File: config.mk
export PLATFORM = sky130hd
export DESIGN_NAME = mwo_ctrl
export DESIGN_NICKNAME = d
export VERILOG_FILES = /design/src/rtl/mwo_pkg.sv /design/src/rtl/mwo_ctrl.sv
export SDC_FILE = /design/constraint.sdc
export NUM_CORES = 1
export LEC_CHECK = 0
export ABC_AREA = 1
export BUFFER_PORTS_ARGS = -buffer_cell sky130_fd_sc_hd__buf_2
export CORE_AREA = 2 2 39 41
export DETAILED_ROUTE_END_ITERATION = 8
export DIE_AREA = 0 0 41 43
export PLACE_DENSITY = 0.86
export SLEW_MARGIN = 15
export SYNTH_ARGS = -nofsm -noshare
export SYNTH_HDL_FRONTEND = slang
export SYNTH_SLANG_ARGS = --single-unit
File: constraint.sdc
create_clock -name clock -period 3.37 [get_ports clock]
set_input_delay 0.1685 -clock clock [delete_from_list [all_inputs] [get_ports clock]]
set_output_delay 0.1685 -clock clock [all_outputs]
set_load 0.05 [all_outputs]
File: src/rtl/mwo_pkg.sv
// types, constants and a table function shared by the oscillator modules
package mwo_pkg;

   // shared multiplier operand and product widths
   localparam int MUL_A_W = 44;
   localparam int MUL_B_W = 21;
   localparam int PROD_W  = MUL_A_W + MUL_B_W;

   // harmonic sum accumulator and harmonic index
   localparam int ACC_W    = 36;
   localparam int HIDX_W   = 3;
   localparam int MAX_HARM = 1 << HIDX_W;

   // waveform selects
   localparam logic [2:0] CMD_SINE   = 3'd0;
   localparam logic [2:0] CMD_SQUARE = 3'd1;
   localparam logic [2:0] CMD_TRI    = 3'd2;
   localparam logic [2:0] CMD_HSAW   = 3'd3;
   localparam logic [2:0] CMD_SAW    = 3'd4;
   localparam logic [2:0] CMD_NOISE  = 3'd5;

   localparam logic [63:0] HALF_PI_Q30 = 64'd1686629713;
   localparam logic [63:0] Q30_ONE     = 64'd1 << 30;

   localparam int INV_TWO_PI_Q20  = 166886;
   localparam int TWO_OVER_PI_Q30 = 683565276;
   localparam int CONST_SPLIT     = 20;
   localparam int RECIP_SHIFT     = 19;
   localparam int M_SHIFT         = 13;
   localparam int LFO_SCALE_BITS  = 44;
   localparam int HSAW_SHIFT      = 46;

   localparam logic signed [15:0] SQUARE_LEVEL = 16'sd1638;
   localparam logic signed [15:0] SAW_OFFSET   = 16'sd16384;
   localparam logic [31:0] LFSR_TAPS = 32'h8020_0003;
   localparam logic [31:0] LFSR_SEED = 32'hFFFF_FFFF;

   typedef enum logic [3:0] {
      MUL_NONE,
      MUL_FT_LO,
      MUL_FT_HI,
      MUL_LFO,
      MUL_DF,
      MUL_DS,
      MUL_K,
      MUL_Q,
      MUL_CLO,
      MUL_CHI
   } mul_op_type;

   typedef enum logic [4:0] {
      ST_IDLE,
      ST_FT_LO,
      ST_FT_HI,
      ST_LFO,
      ST_DF,
      ST_LROM,
      ST_DS,
      ST_MRND,
      ST_K,
      ST_PHASE,
      ST_HROM,
      ST_SEL,
      ST_HACC,
      ST_CLO,
      ST_CHI,
      ST_WSUM,
      ST_HRND,
      ST_OUT
   } state_type;

   typedef struct packed {
      logic       load;
      mul_op_type mul_op;
      logic       ft_lo_en;
      logic       ft_hi_en;
      logic       lfo_en;
      logic       df_en;
      logic       rom_en;
      logic       rom_harm;
      logic       m_en;
      logic       phase_en;
      logic       harm_en;
      logic       wsum_en;
      logic       wsum_add;
      logic       wave_en;
      logic       hsaw_en;
      logic       out_en;
   } dp_cmd_type;

   typedef struct packed {
      logic is_hsaw;
      logic last_harm;
   } dp_stat_type;

   // q15 sine magnitude of a first-quadrant table position
   function automatic logic [15:0] sine_mag(input int unsigned pos, input int unsigned tbits);
      logic [63:0] x;
      logic [63:0] x2;
      logic [63:0] t;
      logic [63:0] s;
      int unsigned n;
      x  = (HALF_PI_Q30 * 64'(pos)) >> (tbits - 2);
      x2 = (x * x) >> 30;
      t  = Q30_ONE;
      for (n = 12; n >= 2; n = n - 2) begin
         t = Q30_ONE - ((x2 * t) >> 30) / 64'(n * (n + 1));
      end
      s = (x * t) >> 30;
      s = (s + (64'd1 << 14)) >> 15;
      return s[15:0];
   endfunction

endpackage

File: src/rtl/mwo_ctrl.sv
// sequencer for the oscillator: steps the shared multiplier and sine table
module mwo_ctrl
   import mwo_pkg::*;
(
   input  logic        clock,
   input  logic        reset,
   input  logic        req_valid,
   output logic        req_ready,
   output logic        rsp_valid,
   input  logic        rsp_ready,
   input  dp_stat_type stat,
   output dp_cmd_type  cmd
);

   state_type state_ff, state_in;
   logic      rsp_valid_ff, rsp_valid_in;
   logic      out_free;

   assign out_free  = !rsp_valid_ff || rsp_ready;
   assign req_ready = (state_ff == ST_IDLE);
   assign rsp_valid = rsp_valid_ff;

   always_comb begin
      state_in = state_ff;
      case (state_ff)
         ST_IDLE:  if (req_valid) state_in = ST_FT_LO;
         ST_FT_LO: state_in = ST_FT_HI;
         ST_FT_HI: state_in = ST_LFO;
         ST_LFO:   state_in = ST_DF;
         ST_DF:    state_in = ST_LROM;
         ST_LROM:  state_in = ST_DS;
         ST_DS:    state_in = ST_MRND;
         ST_MRND:  state_in = ST_K;
         ST_K:     state_in = ST_PHASE;
         ST_PHASE: state_in = ST_HROM;
         ST_HROM:  state_in = ST_SEL;
         ST_SEL:   state_in = stat.is_hsaw ? ST_HACC : ST_OUT;
         ST_HACC:  state_in = stat.last_harm ? ST_CLO : ST_HROM;
         ST_CLO:   state_in = ST_CHI;
         ST_CHI:   state_in = ST_WSUM;
         ST_WSUM:  state_in = ST_HRND;
         ST_HRND:  state_in = ST_OUT;
         ST_OUT:   if (out_free) state_in = ST_IDLE;
         default:  state_in = ST_IDLE;
      endcase
   end

   always_comb begin
      cmd = '0;
      cmd.mul_op = MUL_NONE;
      case (state_ff)
         ST_IDLE:  cmd.load = req_valid;
         ST_FT_LO: cmd.mul_op = MUL_FT_LO;
         ST_FT_HI: begin
            cmd.mul_op   = MUL_FT_HI;
            cmd.ft_lo_en = 1'b1;
         end
         ST_LFO: begin
            cmd.mul_op   = MUL_LFO;
            cmd.ft_hi_en = 1'b1;
         end
         ST_DF: begin
            cmd.mul_op = MUL_DF;
            cmd.lfo_en = 1'b1;
         end
         ST_LROM: begin
            cmd.df_en  = 1'b1;
            cmd.rom_en = 1'b1;
         end
         ST_DS:    cmd.mul_op = MUL_DS;
         ST_MRND:  cmd.m_en = 1'b1;
         ST_K:     cmd.mul_op = MUL_K;
         ST_PHASE: cmd.phase_en = 1'b1;
         ST_HROM: begin
            cmd.rom_en   = 1'b1;
            cmd.rom_harm = 1'b1;
         end
         ST_SEL: begin
            if (stat.is_hsaw) begin
               cmd.mul_op = MUL_Q;
            end else begin
               cmd.wave_en = 1'b1;
            end
         end
         ST_HACC:  cmd.harm_en = 1'b1;
         ST_CLO:   cmd.mul_op = MUL_CLO;
         ST_CHI: begin
            cmd.mul_op  = MUL_CHI;
            cmd.wsum_en = 1'b1;
         end
         ST_WSUM:  cmd.wsum_add = 1'b1;
         ST_HRND:  cmd.hsaw_en = 1'b1;
         ST_OUT:   cmd.out_en = out_free;
         default:  cmd.mul_op = MUL_NONE;
      endcase
   end

   always_comb begin
      rsp_valid_in = rsp_valid_ff;
      if (rsp_ready) rsp_valid_in = 1'b0;
      if (cmd.out_en) rsp_valid_in = 1'b1;
   end

   always_ff @(posedge clock) begin
      if (reset) begin
         state_ff     <= ST_IDLE;
         rsp_valid_ff <= 1'b0;
      end else begin
         state_ff     <= state_in;
         rsp_valid_ff <= rsp_valid_in;
      end
   end

endmodule

==> results.md <==
- The total congestion overflow after global routing is 0.
- The post-layout worst setup margin is 1.69 ns.
- The worst-case clock buffer depth is 2.
- Measured against its own limit, the worst slew margin works out to 0.780.
- From left edge to right edge, the die measures 41 um.
- In the finished design, the share of the clock period the worst path needs comes to 0.499.
- The mean post-synth cell area is approximately 6.4 um^2.
- The run finished with clean final reports.
- For this design, the slowest cell found on the critical path is sky130_fd_sc_hd__dfxtp_1.
- Across every metal layer, demand over resource in global routing totals 0.189.
- The final count of negative-setup-slack endpoints is 0.
- Relative to the synthesized area, the layout overhead comes to 28.4%.
- The clock latency at the later pin of the worst-skew pair is around 0.23 ns.
- The type of the worst min-delay path is in -> reg.
- The count of routing violations after the opening detailed-route iteration is 11.
- Counting every net in the synthesized netlist gives 97.
- Between clock sinks in the finished design, the worst skew comes to about 0.0012 ns.
- The final HPWL from detailed placement is 1230 um.
- Max-cap violations in this run came to 0.
- The root cell of the clock tree is sky130_fd_sc_hd__clkbuf_4.
- The number of hold violations in the final report is 0.
- The maximum achievable frequency is 0.595 GHz.
- The post-detailed-route DRC marker count is 0.
- STA puts the critical path data required time at 3.20 ns.
- The biggest cell delay along the critical path is approximately 0.5 ns.
- The maximum number of pins on one net before global-route repair is 9.
- The total core area is 0.00138 mm^2.
- The power per cell area is about 660 mW/mm^2.
- The critical path goes through nand3_2 -> nor2_2 -> a31oi_1 -> nand3_1 -> buf_2.
- The worst path in the final design needs a cycle of 1.68 ns, including I/O delays and setup.
- The finished cells cover 747 um^2.
- Summing all placed instances gives a cell area of 724 um^2.
- The count of different cell masters after synthesis is 22.
- The type of the setup path with the least slack is reg -> out.
- The total via count after detailed routing is 673.
- In the final layout, the multi-input gates occupy 383 um^2.
- The endpoint kind of the worst setup timing path is an output port.
- The floorplan has 14 rows.
- The number of antenna diodes in the final layout is 0.
- The nature of the critical path startpoint is a register.
- For this run, the number of Yosys warnings is 0.
- The register cell area after layout is 120 um^2.
- The number of synthesized register bits is 6.
- Summed over all cells, the static leakage comes to 0.429 nW.
- Setup repair after global routing left no endpoint under its margin.
- The effective utilization at floorplan is 0.420.
- Counting the buffers created by CTS gives 3.
- After the last flow step, the layout net total stands at about 130.
- Synthesis handed over a netlist of 91 instances.
- Wires add up to 1480 um.
- The level count of the clock H-tree is 1.
- The number of buffers and inverters on the critical path is 1.
- The sequential area share after synthesis is 0.206.
- The initial antenna violation count is 0.
- The cell count after placement is 132.
- The fraction of layout instances using a drive strength above 1 is 0.504.
- The top fanout value on the critical path is 7.
- The clock transition time at the flip-flop clock pins of the worst setup and hold paths is 0.04 ns.
- The count of antenna-violating nets left after detailed routing is 0.
- After filler insertion, the fill cell instance count of the layout stands at 127.
- TritonCTS built the clock tree.
- The number of post-CTS setup repair buffers is 0.
- At the end of routability-driven placement, the weighted congestion stood at 0.808.
- In the routed layout, each cell is associated on average with a via count of ~5.0.
- The family with the most delay on the worst path is flip-flops.
- Buffers inserted to repair hold after CTS numbered 0.
- The post-cts repair resize count is 0.
- Buffers placed on the I/O ports in this run total 26.
- The height of the die is approximately 43 um.
- The worst IR drop on VDD is 0.257 mV.
- Adding up every negative setup slack in the final design gives 0 ns.
- The max-slew violation total from the final report was 0.
- The number of global-route vias before repair is roughly 560.
- The setup slack at placement is 1.95 ns.
- During I/O placement, the number of pins put on the boundary was 27.
- The total clock sinks is 6.
- The routed length per instance is 10.9 um.
- The first global-routing pass estimated 2260 um of wire.
- Before antenna repair, the detailed router went through 4 iterations.
- The finished layout holds 135 standard cells, fillers aside.
- The post-synthesis cell area is between 500 and 600 um^2.
- At the pin with the least slew margin, the transition time is roughly 0.33 ns.
- The post-layout total power is 0.000493 W.
- The arrival time at the worst endpoint is ~1.5 ns.
- The die covers ~0.0018 mm^2.
[cells in the mapped netlist, drive strengths merged]
master,instances,area share
a21oi,4,0.041
nor2,28,0.28
nor3,2,0.017
nand3,8,0.11
a31oi,1,0.011
inv,19,0.12
a31o,1,0.015
nand4,2,0.022
dfxtp,6,0.21
buf,1,0.013
o21ai,1,0.015
o22ai,1,0.011
nand2,16,0.13
or2,1,0.011
[state kept, by name, summed over array words and instances (netlist names)]
name       count
rsp_valid      1
state_ff       5
[metal layers]
layer	wire [um]	vias to the layer above	part of all wire	GRT usage
met5	0	-	0	0
met4	10	0	0.0068	0.0800
met3	65	2	0.044	0.0314
met2	803	19	0.54	0.328
met1	596	311	0.40	0.210
li1	-	341	-	-
[final timing paths]
path	slack, ns	cells past startpoint	end	startpoint
worst min register to register	0.57	2	rsp_valid$_SDFFE_PP0P_	state_ff[4]$_SDFFE_PP0P_
worst max register to register	2.06	7	state_ff[2]$_SDFFE_PP0P_	state_ff[1]$_SDFFE_PP0P_
worst max-delay path	1.69	5	cmd[14]	state_ff[1]$_SDFFE_PP0P_
worst min-delay path	0.18	2	rsp_valid$_SDFFE_PP0P_	reset
[worst reg2reg max path, delay by kind of cell (launching register included)]
kind | cells | cell delay [ns]
simple gates | 7 | 0.70
flops | 1 | 0.50
[stage by stage]
step                hold slack, ns   util
floorplan                    0.238      -
global placement             0.419  0.524
detailed placement           0.426  0.524
CTS                          0.177  0.540
global route                 0.192  0.540
finish                       0.185  0.540
[power by group]
part,internal (W),leakage [nW],switching [W]
logic,0.0000821,0.367,0.000247
clock network,0.0000399,0.0138,0.0000211
registers,0.0000825,0.0488,0.0000213
[layout make-up]
class                      count  area share
clock buffer                   3      0.0302
timing repair buffer          26       0.174
sequential                     6       0.161
tap                           16      0.0268
inverter                      19      0.0955
multi-input combinational     65       0.513
[logic make-up after synthesis]
| logic type | Yosys count | synth area share |
|---|---|---|
| buffers and inverters | 20 | 0.135 |
| DFF | 6 | 0.206 |
| AOI/OAI and AO/OA | 8 | 0.0925 |
| and+or+nand+nor | 57 | 0.566 |
[cell usage in the layout (no fill, tap or decap), drive strengths merged]
cell | Yosys | routed
o21ai | 1 | 1
nand2 | 16 | 16
or2 | 1 | 1
nand3 | 8 | 8
buf | 1 | 26
nor3 | 2 | 2
nor2 | 28 | 28
a31o | 1 | 1
o22ai | 1 | 1
nand4 | 2 | 2
a31oi | 1 | 1
a21oi | 4 | 4
clkbuf | 0 | 3
inv | 19 | 19
dfxtp | 6 | 6
Note: power is estimated with default switching activity, not from simulation.
